===== config.mk =====
export PLATFORM = sky130hd
export DESIGN_NAME = vibration_stats_top_k_top
export DESIGN_NICKNAME = d
export VERILOG_FILES = /design/src/hdl/vst_pkg.sv /design/src/hdl/vst_div.sv /design/src/hdl/vst_dp.sv /design/src/hdl/vst_ctrl.sv /design/src/hdl/vibration_stats_top_k_top.sv
export SDC_FILE = /design/constraint.sdc
export NUM_CORES = 1
export LEC_CHECK = 0
export ABC_AREA = 1
export ABC_CLOCK_PERIOD_IN_PS = 3950
export BUFFER_PORTS_ARGS = -buffer_cell sky130_fd_sc_hd__buf_2
export CORE_MARGIN = 3
export CORE_UTILIZATION = 55
export CTS_CLUSTER_SIZE = 16
export DETAILED_ROUTE_END_ITERATION = 16
export GPL_ROUTABILITY_DRIVEN = 0
export PLACE_DENSITY_LB_ADDON = 0.1
export SYNTH_ARGS = -nofsm -noshare
export SYNTH_HDL_FRONTEND = slang
export SYNTH_SLANG_ARGS = --single-unit

===== constraint.sdc =====
create_clock -name clk_i -period 3.95 [get_ports clk_i]
set_input_delay 0.1975 -clock clk_i [delete_from_list [all_inputs] [get_ports clk_i]]
set_output_delay 0.1975 -clock clk_i [all_outputs]
set_load 0.005 [all_outputs]

===== src/hdl/vst_pkg.sv =====
// ----------------------------------------------------------------------------
// vst_pkg: shared types and constants for the vibration statistics block
// Widths, reset values, request and register codes, and the command and
// status groups that pass between controller and datapath.
// ----------------------------------------------------------------------------
package vst_pkg;

  // Field widths
  localparam int unsigned DataW    = 16;
  localparam int unsigned SumW     = 32;
  localparam int unsigned ReqW     = 2;
  localparam int unsigned CfgIdxW  = 2;
  localparam int unsigned RankOutW = 6;

  // Default list depth
  localparam int unsigned TopKDef = 10;

  // Register reset values (0.1 and 0.5 in Q4.12) and count ceiling
  localparam logic [DataW-1:0] NoiseFloorRst = 16'd410;
  localparam logic [DataW-1:0] LevelRst      = 16'd2048;
  localparam logic [DataW-1:0] CountMax      = 16'hFFFF;

  // Configuration register indexes
  localparam logic [CfgIdxW-1:0] CFG_NOISE_FLOOR = 2'd0;
  localparam logic [CfgIdxW-1:0] CFG_LEVEL       = 2'd1;

  // Request codes
  typedef enum logic [ReqW-1:0] {
    REQ_SAMPLE = 2'd0,
    REQ_REPORT = 2'd1,
    REQ_CLEAR  = 2'd2
  } req_e;

  // Controller to datapath
  typedef struct packed {
    logic sample_en;  // fold in the presented sample
    logic clear_en;   // reset statistics and list
    logic div_start;  // launch average divide
    logic rank_clr;   // restart rank counter
    logic step;       // rotate list by one and advance rank
  } vst_cmd_t;

  // Datapath to controller
  typedef struct packed {
    logic div_done;   // average ready (one-cycle pulse)
    logic empty;      // nothing kept
    logic last_rank;  // current rank is the final result
    logic rot_done;   // list rotated back to its home position
  } vst_status_t;

endpackage


===== src/hdl/vst_div.sv =====
// ----------------------------------------------------------------------------
// vst_div: restoring divider for the running average
// One quotient bit per cycle; the quotient is held until the next start.
// ----------------------------------------------------------------------------
module vst_div (
  input  logic                        clk_i,
  input  logic                        rst_ni,
  input  logic                        start_i,
  input  logic [vst_pkg::SumW-1:0]    dividend_i,
  input  logic [vst_pkg::DataW-1:0]   divisor_i,
  output logic                        done_o,
  output logic [vst_pkg::DataW-1:0]   quot_o
);
  import vst_pkg::*;

  localparam int unsigned CntW = $clog2(SumW);

  logic [SumW-1:0]  work_q;
  logic [DataW-1:0] rem_q;
  logic [DataW-1:0] dvs_q;
  logic [CntW-1:0]  cnt_q;
  logic             busy_q;
  logic             done_q;
  logic [DataW:0]   shifted;
  logic             fits;

  // Trial subtraction
  assign shifted = {rem_q, work_q[SumW-1]};
  assign fits    = shifted >= {1'b0, dvs_q};

  always_ff @(posedge clk_i or negedge rst_ni) begin
    if (!rst_ni) begin
      work_q <= '0;
      rem_q  <= '0;
      dvs_q  <= '0;
      cnt_q  <= '0;
      busy_q <= 1'b0;
      done_q <= 1'b0;
    end else begin
      done_q <= 1'b0;
      if (start_i) begin
        work_q <= dividend_i;
        rem_q  <= '0;
        dvs_q  <= divisor_i;
        cnt_q  <= '0;
        busy_q <= 1'b1;
      end else if (busy_q) begin
        work_q <= {work_q[SumW-2:0], fits};
        rem_q  <= fits ? DataW'(shifted - {1'b0, dvs_q}) : shifted[DataW-1:0];
        cnt_q  <= cnt_q + 1'b1;
        if (cnt_q == CntW'(SumW - 1)) begin
          busy_q <= 1'b0;
          done_q <= 1'b1;
        end
      end
    end
  end

  // Quotient never exceeds the field width: sum <= count * max sample
  assign quot_o = work_q[DataW-1:0];
  assign done_o = done_q;

endmodule


===== src/hdl/vst_dp.sv =====
// ----------------------------------------------------------------------------
// vst_dp: statistics datapath
// Holds the config registers, running count/sum/peak/flag, the sorted
// top list as a row of cells, the rank counter and the average divider.
// ----------------------------------------------------------------------------
module vst_dp #(
  parameter int unsigned TopK = vst_pkg::TopKDef
) (
  input  logic                          clk_i,
  input  logic                          rst_ni,
  input  logic                          cfg_wr_i,
  input  logic [vst_pkg::CfgIdxW-1:0]   cfg_index_i,
  input  logic [vst_pkg::DataW-1:0]     cfg_data_i,
  input  logic [vst_pkg::DataW-1:0]     sample_i,
  input  vst_pkg::vst_cmd_t             cmd_i,
  output vst_pkg::vst_status_t          sts_o,
  output logic [vst_pkg::RankOutW-1:0]  rank_o,
  output logic [vst_pkg::DataW-1:0]     top_value_o,
  output logic                          entry_valid_o,
  output logic [vst_pkg::DataW-1:0]     kept_count_o,
  output logic [vst_pkg::DataW-1:0]     average_o,
  output logic [vst_pkg::DataW-1:0]     peak_o,
  output logic                          above_level_o,
  output logic                          last_o
);
  import vst_pkg::*;

  localparam int unsigned RankW = $clog2(TopK + 1);

  logic [DataW-1:0] floor_q;
  logic [DataW-1:0] level_q;
  logic [DataW-1:0] count_q;
  logic [SumW-1:0]  sum_q;
  logic [DataW-1:0] peak_q;
  logic             flag_q;
  logic [DataW-1:0] list_q [TopK];
  logic [TopK-1:0]  fill_q;
  logic [TopK-1:0]  ge;
  logic [RankW-1:0] rank_q;
  logic [RankW-1:0] rank_next;
  logic [RankW-1:0] n_fill;
  logic             keep;
  logic             add_en;
  logic             empty;
  logic             div_done;
  logic [DataW-1:0] quot;

  // Configuration registers
  always_ff @(posedge clk_i or negedge rst_ni) begin
    if (!rst_ni) begin
      floor_q <= NoiseFloorRst;
      level_q <= LevelRst;
    end else if (cfg_wr_i) begin
      unique case (cfg_index_i)
        CFG_NOISE_FLOOR: floor_q <= cfg_data_i;
        CFG_LEVEL:       level_q <= cfg_data_i;
        default: ;
      endcase
    end
  end

  // Noise gate and count saturation
  assign keep   = cmd_i.sample_en && (sample_i >= floor_q);
  assign add_en = keep && (count_q != CountMax);

  // Running statistics
  always_ff @(posedge clk_i or negedge rst_ni) begin
    if (!rst_ni) begin
      count_q <= '0;
      sum_q   <= '0;
      peak_q  <= '0;
      flag_q  <= 1'b1;
    end else if (cmd_i.clear_en) begin
      count_q <= '0;
      sum_q   <= '0;
      peak_q  <= '0;
      flag_q  <= 1'b1;
    end else if (keep) begin
      if (add_en) begin
        count_q <= count_q + 1'b1;
        sum_q   <= sum_q + SumW'(sample_i);
      end
      if (sample_i > peak_q) begin
        peak_q <= sample_i;
      end
      if (sample_i <= level_q) begin
        flag_q <= 1'b0;
      end
    end
  end

  // Top list cells: parallel compare picks the slot, lower entries shift down.
  // During a report the whole row rotates so rank k sits in cell 0.
  for (genvar g = 0; g < TopK; g++) begin : g_cell
    localparam int unsigned Prv = (g == 0) ? 0 : g - 1;
    localparam int unsigned Nxt = (g + 1) % TopK;

    logic [DataW-1:0] ins_val;

    assign ge[g]   = fill_q[g] && (list_q[g] >= sample_i);
    assign ins_val = ge[g] ? list_q[g] :
                     ((g == 0) || ge[Prv]) ? sample_i : list_q[Prv];

    always_ff @(posedge clk_i or negedge rst_ni) begin
      if (!rst_ni) begin
        list_q[g] <= '0;
        fill_q[g] <= 1'b0;
      end else if (cmd_i.clear_en) begin
        list_q[g] <= '0;
        fill_q[g] <= 1'b0;
      end else if (keep) begin
        list_q[g] <= ins_val;
        fill_q[g] <= (g == 0) ? 1'b1 : fill_q[Prv];
      end else if (cmd_i.step) begin
        list_q[g] <= list_q[Nxt];
      end
    end
  end

  // Rank counter
  assign rank_next = RankW'(rank_q + 1'b1);

  always_ff @(posedge clk_i or negedge rst_ni) begin
    if (!rst_ni) begin
      rank_q <= '0;
    end else if (cmd_i.rank_clr) begin
      rank_q <= '0;
    end else if (cmd_i.step) begin
      rank_q <= rank_next;
    end
  end

  // Filled ranks: min(count, TopK)
  assign n_fill = (count_q >= DataW'(TopK)) ? RankW'(TopK) : count_q[RankW-1:0];
  assign empty  = (count_q == '0);

  // Average divider
  vst_div u_div (
    .clk_i      (clk_i),
    .rst_ni     (rst_ni),
    .start_i    (cmd_i.div_start),
    .dividend_i (sum_q),
    .divisor_i  (count_q),
    .done_o     (div_done),
    .quot_o     (quot)
  );

  // Status
  assign sts_o.div_done  = div_done;
  assign sts_o.empty     = empty;
  assign sts_o.last_rank = empty || (rank_next == n_fill);
  assign sts_o.rot_done  = (rank_q == RankW'(TopK));

  // Result fields
  assign rank_o        = RankOutW'(rank_q);
  assign top_value_o   = list_q[0];
  assign entry_valid_o = !empty;
  assign kept_count_o  = count_q;
  assign average_o     = empty ? '0 : quot;
  assign peak_o        = peak_q;
  assign above_level_o = flag_q;
  assign last_o        = sts_o.last_rank;

endmodule


===== src/hdl/vst_ctrl.sv =====
// ----------------------------------------------------------------------------
// vst_ctrl: request sequencer
// Decodes requests, runs the divide, paces report results and restores
// the list position afterwards.
// ----------------------------------------------------------------------------
module vst_ctrl (
  input  logic                        clk_i,
  input  logic                        rst_ni,
  input  logic                        in_valid_i,
  output logic                        in_ready_o,
  input  logic [vst_pkg::ReqW-1:0]    req_type_i,
  output logic                        out_valid_o,
  input  logic                        out_ready_i,
  output vst_pkg::vst_cmd_t           cmd_o,
  input  vst_pkg::vst_status_t        sts_i
);
  import vst_pkg::*;

  typedef enum logic [1:0] {
    S_IDLE,
    S_DIV,
    S_OUT,
    S_ROT
  } state_e;

  state_e state_q, state_d;
  req_e   req;

  assign req = req_e'(req_type_i);

  // Next state and commands
  always_comb begin
    state_d = state_q;
    cmd_o   = '0;
    unique case (state_q)
      S_IDLE: begin
        if (in_valid_i) begin
          unique case (req)
            REQ_SAMPLE: cmd_o.sample_en = 1'b1;
            REQ_CLEAR:  cmd_o.clear_en  = 1'b1;
            REQ_REPORT: begin
              cmd_o.div_start = 1'b1;
              cmd_o.rank_clr  = 1'b1;
              state_d         = S_DIV;
            end
            default: ;
          endcase
        end
      end
      S_DIV: begin
        if (sts_i.div_done) begin
          state_d = S_OUT;
        end
      end
      S_OUT: begin
        if (out_ready_i) begin
          if (sts_i.empty) begin
            state_d = S_IDLE;
          end else begin
            cmd_o.step = 1'b1;
            if (sts_i.last_rank) begin
              state_d = S_ROT;
            end
          end
        end
      end
      S_ROT: begin
        if (sts_i.rot_done) begin
          state_d = S_IDLE;
        end else begin
          cmd_o.step = 1'b1;
        end
      end
      default: state_d = S_IDLE;
    endcase
  end

  // State register
  always_ff @(posedge clk_i or negedge rst_ni) begin
    if (!rst_ni) begin
      state_q <= S_IDLE;
    end else begin
      state_q <= state_d;
    end
  end

  assign in_ready_o  = (state_q == S_IDLE);
  assign out_valid_o = (state_q == S_OUT);

endmodule


===== src/hdl/vibration_stats_top_k_top.sv =====
// ----------------------------------------------------------------------------
// vibration_stats_top_k_top: noise-gated vibration statistics with top-K list
// Input channel (in_valid_i/in_ready_o) carries a request code and a Q4.12
// sample. Sample requests below the noise floor are dropped; kept samples
// update count, sum, peak, the all-above flag and the sorted list. Sample and
// clear requests complete in the cycle they are taken, so one may be
// transferred every clock.
// A report request starts a bit-serial divide for the average, then
// presents one result per filled rank on out_valid_o/out_ready_i (or a single
// empty result), one per cycle while the receiver is ready; last_o marks the
// final one. The list is held as a row of cells and rotates one place per
// result; after the last result of a non-empty report it rotates TOP_K - n
// more places and checks that it is home before the next request is taken.
// Throughout a report, including any receiver stall, in_ready_o is low,
// and the result payload holds steady while the receiver stalls.
// The configuration channel is always ready: index 0 is the noise floor,
// index 1 the level threshold; other indexes are ignored.
// Reset clears the statistics and list and loads the register defaults.
// ----------------------------------------------------------------------------
module vibration_stats_top_k_top #(
  parameter int unsigned TopK = vst_pkg::TopKDef
) (
  input  logic                          clk_i,
  input  logic                          rst_ni,
  // Configuration
  input  logic                          cfg_valid_i,
  output logic                          cfg_ready_o,
  input  logic [vst_pkg::CfgIdxW-1:0]   cfg_index_i,
  input  logic [vst_pkg::DataW-1:0]     cfg_data_i,
  // Requests
  input  logic                          in_valid_i,
  output logic                          in_ready_o,
  input  logic [vst_pkg::ReqW-1:0]      req_type_i,
  input  logic [vst_pkg::DataW-1:0]     sample_i,
  // Results
  output logic                          out_valid_o,
  input  logic                          out_ready_i,
  output logic [vst_pkg::RankOutW-1:0]  rank_o,
  output logic [vst_pkg::DataW-1:0]     top_value_o,
  output logic                          entry_valid_o,
  output logic [vst_pkg::DataW-1:0]     kept_count_o,
  output logic [vst_pkg::DataW-1:0]     average_o,
  output logic [vst_pkg::DataW-1:0]     peak_o,
  output logic                          above_level_o,
  output logic                          last_o
);
  import vst_pkg::*;

  vst_cmd_t    cmd;
  vst_status_t sts;

  // Register writes are always taken
  assign cfg_ready_o = 1'b1;

  vst_ctrl u_ctrl (
    .clk_i       (clk_i),
    .rst_ni      (rst_ni),
    .in_valid_i  (in_valid_i),
    .in_ready_o  (in_ready_o),
    .req_type_i  (req_type_i),
    .out_valid_o (out_valid_o),
    .out_ready_i (out_ready_i),
    .cmd_o       (cmd),
    .sts_i       (sts)
  );

  vst_dp #(
    .TopK (TopK)
  ) u_dp (
    .clk_i         (clk_i),
    .rst_ni        (rst_ni),
    .cfg_wr_i      (cfg_valid_i && cfg_ready_o),
    .cfg_index_i   (cfg_index_i),
    .cfg_data_i    (cfg_data_i),
    .sample_i      (sample_i),
    .cmd_i         (cmd),
    .sts_o         (sts),
    .rank_o        (rank_o),
    .top_value_o   (top_value_o),
    .entry_valid_o (entry_valid_o),
    .kept_count_o  (kept_count_o),
    .average_o     (average_o),
    .peak_o        (peak_o),
    .above_level_o (above_level_o),
    .last_o        (last_o)
  );

endmodule


Yosys cells after proc, flatten, opt, wreduce, memory -nomap -nowiden
Cells that the tools add are included.
{"block": "totals", "memories": 0, "romBits": 0, "ramBits": 0, "latch_bits": 0, "word_cells": 236, "reg_bits": 344, "out_inout_bits": 76, "inputBits": 41}
{"block": "classes", "magnitude_cmp": 15, "bitwise_logic": 0, "div_mod_pow": 0, "shift": 0, "n_eq_ne": 26, "n_mul": 0, "n_mux": 115, "add_sub_neg": 5, "n_reduce_logical": 41}
{"operator": "$mux W16", "count": 59}
{"operator": "$ge A16 B16 Y1", "count": 11}
{"operator": "$mux W32", "count": 5}
{"operator": "$mux W1", "count": 34}
{"operator": "$add A32 B16 Y32", "count": 1}
{"operator": "$ne A3 B3 Y1 const B", "count": 10}
{"operator": "$reduce_and A2 Y1", "count": 15}
{"operator": "$mux W4", "count": 5}
{"operator": "$ge A17 B16 Y1", "count": 1}
{"operator": "$add A16 B1 Y16 const B", "count": 1}
{"operator": "$ge A16 B4 Y1 const B", "count": 1}
{"operator": "$gt A16 B16 Y1", "count": 1}
{"operator": "$le A16 B16 Y1", "count": 1}
{"operator": "$logic_not A16 Y1", "count": 1}
{"operator": "$mux W2", "count": 8}
{"operator": "$ne A16 B16 Y1 const B", "count": 1}
{"operator": "$sub A16 B16 Y16", "count": 1}
{"operator": "$logic_and A1 B1 Y1", "count": 12}
{"operator": "$reduce_bool A2 Y1", "count": 6}
{"operator": "$mux W5", "count": 2}
{"operator": "$pmux W2 S4", "count": 1}
{"operator": "$eq A2 B1 Y1 const B", "count": 3}
{"operator": "$eq A2 B2 Y1 const B", "count": 3}
{"operator": "$logic_not A2 Y1", "count": 3}
{"operator": "other kinds (13)", "count": 16}

Longest topological paths before layout
{"block": "depth", "word_depth": 9, "ltp_mapped": 19, "mapped_depth_nobuf": 18}

By module
From an unflattened synthesis, not the netlist that was laid out.
{"block": "hier_totals", "hier_cells": 3938, "area_unflattened_um2": 26465.4}
{"module": "vst_dp", "cells_per_inst": 3332, "area_each_um2": 21820.9, "seq_area_each_um2": 6790.3, "n_inst": 1}
{"module": "vst_div", "cells_per_inst": 565, "area_each_um2": 4415.5, "seq_area_each_um2": 1776.7, "n_inst": 1}
{"module": "vst_ctrl", "cells_per_inst": 39, "area_each_um2": 217.7, "seq_area_each_um2": 50.0, "n_inst": 1}
{"module": "vibration_stats_top_k_top", "cells_per_inst": 2, "area_each_um2": 11.3, "seq_area_each_um2": 0.0, "n_inst": 1}

Worst setup path after synthesis
Ideal clock, no wire load.
{"block": "synth_path", "path_kind": "flip-flop to flip-flop", "start": "register u_dp.floor_q[7]", "end": "register u_dp.list_q[112] (netlist name)", "n_path_buf": 3, "slack_ns": 1.686, "required_ns": 3.885, "synth_period_minus_slack_ns": 2.264, "path_stages_with_launch": 16, "setup_time_ns": 0.065, "arrival_time_ns": 2.199, "cell_sequence": "dfstp_2 inv_1 ha_1 a21o_1 nor2_1 nand2_1 nand2_1 nand3_1 nand2_2 buf_4 buf_2 buf_2 nand3_1 nand2_1 nand2_1 nand2_1"}
{"block": "synth_via", "elab_chain_len": 4, "word_cells_on_any_way": 7, "classes_between": "order compare: 1; eq/ne: 1; mux: 2; reduce/logical: 3"}
{"item": "from (decl)", "line_no": "vst_dp.sv:30", "text": "logic [DataW-1:0] floor_q;"}
{"item": "from (signal assigned)", "line_no": "vst_dp.sv:51", "text": "floor_q <= NoiseFloorRst;"}
{"item": "from (signal assigned)", "line_no": "vst_dp.sv:55", "text": "CFG_NOISE_FLOOR: floor_q <= cfg_data_i;"}
{"item": "$ge A16 B16 Y1 *", "line_no": "vst_dp.sv:63", "text": "assign keep = cmd_i.sample_en && (sample_i >= floor_q);"}
{"item": "$logic_and A1 B1 Y1 *", "line_no": "vst_dp.sv:63"}
{"item": "$ne A3 B3 Y1 (no line) (tied with other cells)"}
{"item": "$reduce_and A2 Y1 (no line) or $mux W16 (tied branches)"}
{"item": "to (signal, indexed assignment)", "line_no": "vst_dp.sv:112", "text": "list_q[g] <= ins_val;"}
{"item": "to (signal, indexed assignment)", "line_no": "vst_dp.sv:115", "text": "list_q[g] <= list_q[Nxt];"}
{"item": "to (decl)", "line_no": "vst_dp.sv:36", "text": "logic [DataW-1:0] list_q [TopK];"}
Every way passes the cells marked *; elsewhere a longest branch is shown, timed or not.
A chain may end at the register's enable or synchronous reset.

Worst setup path in the final report
{"block": "layout_path", "start": "register u_dp.floor_q[3]", "end": "register u_dp.list_q[10] (netlist name)"}
Same word-level chain as after synthesis.

==> results.tsv <==
stage	metric	value	unit
route	WL met2	33300	µm
die	Boundary Pins	117	
layout	commonest non-fill, non-tap cell in the layout	nand2_1	
global_route	largest net degree at the start of global routing	162	
critical_path	CP Data Arrival Time	3.89	ns
layout	Final Util	0.610	
route	Top Layer Used	met5	
pwr	sw frac	0.472	
die	Die H	224	µm
route	routed length per instance	17.7	µm
synthesis	Avg Inst Size Synth	6.81	µm²
critical_path	Reg-to-Reg End	u_dp.list_q[10]$_DFFE_PN0P_	
pwr	Seq pwr share	0.325	
sta	RSZ-0062 raised after global routing	false	
clocking	Clock Pin Slew Worst Setup and Hold Paths	0.06	ns
layout	ANT cells	0	
layout	layout cells sized above 1	0.0706	
critical_path	Crit. End Element	register	
route	Detailed Routing Iterations Pass 1	6	
layout	non-filler cells, final	4532	
route	met1 wire length	37700	µm
route	final wirelength	80300	µm
sta	max-slew violations	0	
sta	Final period util	0.858	
sta	worst hold slack	0.0317	ns
critical_path	cells on worst reg2reg path	15	
sta	Tmin final	3.39	ns
min_path	Hold Startpoint	sample_i[1]	
pwr	Clock Power Share	0.184	
sta	setup TNS	0	ns
die	row cnt	79	
critical_path	Crit Path Max Fanout	161	
global_route	GRT overflow	0	
pwr	sw power	9.74	mW
synthesis	Yosys cell types	46	
min_path	HP Class	in -> reg	
place	port bufs	113	
sta	clk_skew	0.0216	ns
synthesis	cells after synthesis	3853	
route	Starting DRT DRC Count	2829	
route	routed via count	25600	
route	Vias per Instance	5.66	
clocking	post-cts sizing count	0	
clocking	clk_lat worst skew	0.57	ns
critical_path	Crit path top cell by count	nand2_1	
place	HPWL Detailed	56200	µm
sta	Hold Violations, Final	0	
sta	Rel. slew slack	0.310	
sta	maximum clock frequency	295	MHz
global_route	number of global-route vias before repair	23100	
clocking	clk sinks	344	
critical_path	kind of critical path	reg -> reg	
min_path	hold endpoint	u_dp.peak_o[1]$_DFFE_PN0P_	
synthesis	Seq/Total Area, Yosys	0.328	
run_status	status	complete, no violations	
critical_path	critical path startpoint category	register	
critical_path	Worst path max stage delay	0.53	ns
run	max cap viols	0	
route	# DRC	0	
clocking	H-tree Lvls	2	
critical_path	setup slack, reg-to-reg	0.56	ns
synthesis	synth warn	0	
layout	Layout Nets	4187	
pwr	PD cells	721	nW/µm²
global_route	GRT Total Usage	0.315	
layout	P&R area growth vs syn	8.87	%
pwr	Comb power frac	0.491	
critical_path	worst reg2reg path startpoint	u_dp.floor_q[3]$_DFFE_PN1P_	
clocking	Clock Tree Buf Depth	3	
critical_path	Req. time, crit path	4.45	ns
route	met3 WL	6920	µm
clocking	Num CTS Buffers	41	
global_route	initial antenna violation count	1	
synthesis	post-synthesis register bit count	344	
synthesis	number of synthesized flops with an enable pin	0	
critical_path	Crit path max-delay family	simple AND/OR/NAND/NOR gates	
min_path	worst hold stages	3	
clocking	root buf cell	clkbuf_16	
sta	actual slew at the worst max-slew pin	1.03	ns
synthesis	Synth Cell Area	26300	µm²
layout	commonest non-fill, non-tap cells in the layout	nand2_1 (1,443), nand3_1 (544), inv_1 (408), dfrtp_1 (337), ha_1 (247)	
synthesis	FFs w/ async S/R, synth	1.00	
critical_path	Slowest cell on crit path	dfstp_2	
critical_path	Buf/Inv on CP	4	
sta	final setup fails	0	
die	DIE WIDTH	224	µm
clocking	TritonCTS clock tree	built	
die	full die area	50400	µm²
die	Starting Density	0.560	
pwr	P_leak	16.1	nW
place	Inst Count DP	4444	
route	Antenna Nets Post-Route	0	
die	core box area	46900	µm²
synthesis	Main synth FF type	dfrtp_1	
global_route	global-route wire length before repair	128000	µm
pwr	worst vdd ir	0.381	mV
critical_path	crit-path cells	inv_1 -> ha_1 -> nand2_1 -> inv_1 -> nand3_1 -> nor3_1 -> nand2_1 -> nand3_1 -> nand2_8 -> inv_4 -> buf_12 -> nor2_8 -> nor2_4 -> nand2_1 -> nand2_1	
pwr	P_int	10.9	mW
==> sequential cells by signal (all words and copies together) (netlist names), 16 cells and up <==
name	count
u_dp.list_q	144
u_dp.sum_q	32
u_dp.u_div.work_q	32
u_dp.floor_q	16
u_dp.kept_count_o	16
u_dp.level_q	16
u_dp.peak_o	16
u_dp.top_value_o	16
u_dp.u_div.dvs_q	16
u_dp.u_div.rem_q	16
==> cell type report <==
type                    count  area, µm²
clock buffers              64       1250
multi-input cells        2908      15200
fillers                  4508      18300
repair buffers            170       1100
well taps                 607        759
inverters                 432       1630
clock inverters             7       70.1
flip-flops and latches    344       8620
==> through the flow <==
step	area [µm²]	worst slack, ns	power [mW]
6_report	28600	0.562	20.6
5_1_grt	28600	0.321	22.5
4_1_cts	28600	0.553	20.5
3_5_place_dp	27100	0.588	16.6
3_3_place_gp	27100	0.659	16.5
2_1_floorplan	26300	1.69	13.8
==> power groups by stage <==
stage               Clock [mW]  Sequential (mW)  Combinational, mW
global route              3.97             6.85               11.7
CTS                       3.85             6.61               10.1
global placement             0             6.66               9.85
finish                    3.80             6.69               10.1
floorplan                    0             5.88               7.88
detailed placement           0             6.65               9.99
==> tightest hold or removal path, delay by kind of cell <==
family	cells	cell delay, ns
buf+inv	1	0.17
simple gates	1	0.10
compound gates	1	0.08
==> timing repair <==
action                                 4_1_cts  5_1_grt
hold buffers                                17        0
endpoints found under the hold margin       99        0
setup buffers                                0        0
==> cells by family (layout without fill, tap and decap cells) <==
| family | Yosys count | in the layout | synth area share |
|---|---|---|---|
| XOR/XNOR | 41 | 41 | 0.0137 |
| AO/OA/AOI/OAI | 332 | 332 | 0.0754 |
| adder cells (fa/ha/maj) | 249 | 249 | 0.119 |
| other | 2 | 3 | 0.000286 |
| AND/OR/NAND/NOR | 2283 | 2283 | 0.367 |
| flip-flops | 344 | 344 | 0.328 |
| buffers and inverters | 602 | 673 | 0.0957 |
==> how the worst max path moves through the flow <==
stage / endpoint / start / depth (start not counted)
floorplan: u_dp.list_q[112]$_DFFE_PN0P_ / u_dp.floor_q[7]$_DFFE_PN1P_ / 15
global placement: u_dp.list_q[138]$_DFFE_PN0P_ / u_dp.floor_q[3]$_DFFE_PN1P_ / 15
detailed placement: u_dp.list_q[10]$_DFFE_PN0P_ / u_dp.floor_q[3]$_DFFE_PN1P_ / 15
CTS: u_dp.list_q[10]$_DFFE_PN0P_ / u_dp.floor_q[3]$_DFFE_PN1P_ / 15
global route: u_dp.list_q[8]$_DFFE_PN0P_ / u_dp.floor_q[3]$_DFFE_PN1P_ / 15
finish: u_dp.list_q[10]$_DFFE_PN0P_ / u_dp.floor_q[3]$_DFFE_PN1P_ / 15
==> layer usage <==
metal	track usage	vias up
met5	0	-
li1	-	12500
met4	0.103	2
met1	0.489	11900
met2	0.452	1092
met3	0.0444	150
==> synth_stat cells, drive strengths merged (3+ instances only) <==
library cell	n	area [µm²]
clkbuf	77	289
ha	247	3090
dfrtp	337	8430
a22oi	3	22.5
nor3	40	200
o211ai	11	82.6
a21oi	110	551
nand4	36	225
nor2	175	753
xor2	18	158
dfstp	7	184
o22ai	13	81.3
nand3	545	2740
inv	428	1610
o21bai	14	105
o21ai	144	833
buf	93	598
nand2	1449	5460
o221ai	20	175
xnor2	23	201
clkinv	4	16.3
nor4	8	50.1
a21o	12	90.1
nand3b	23	173
Power figures use the tool's default switching activity.
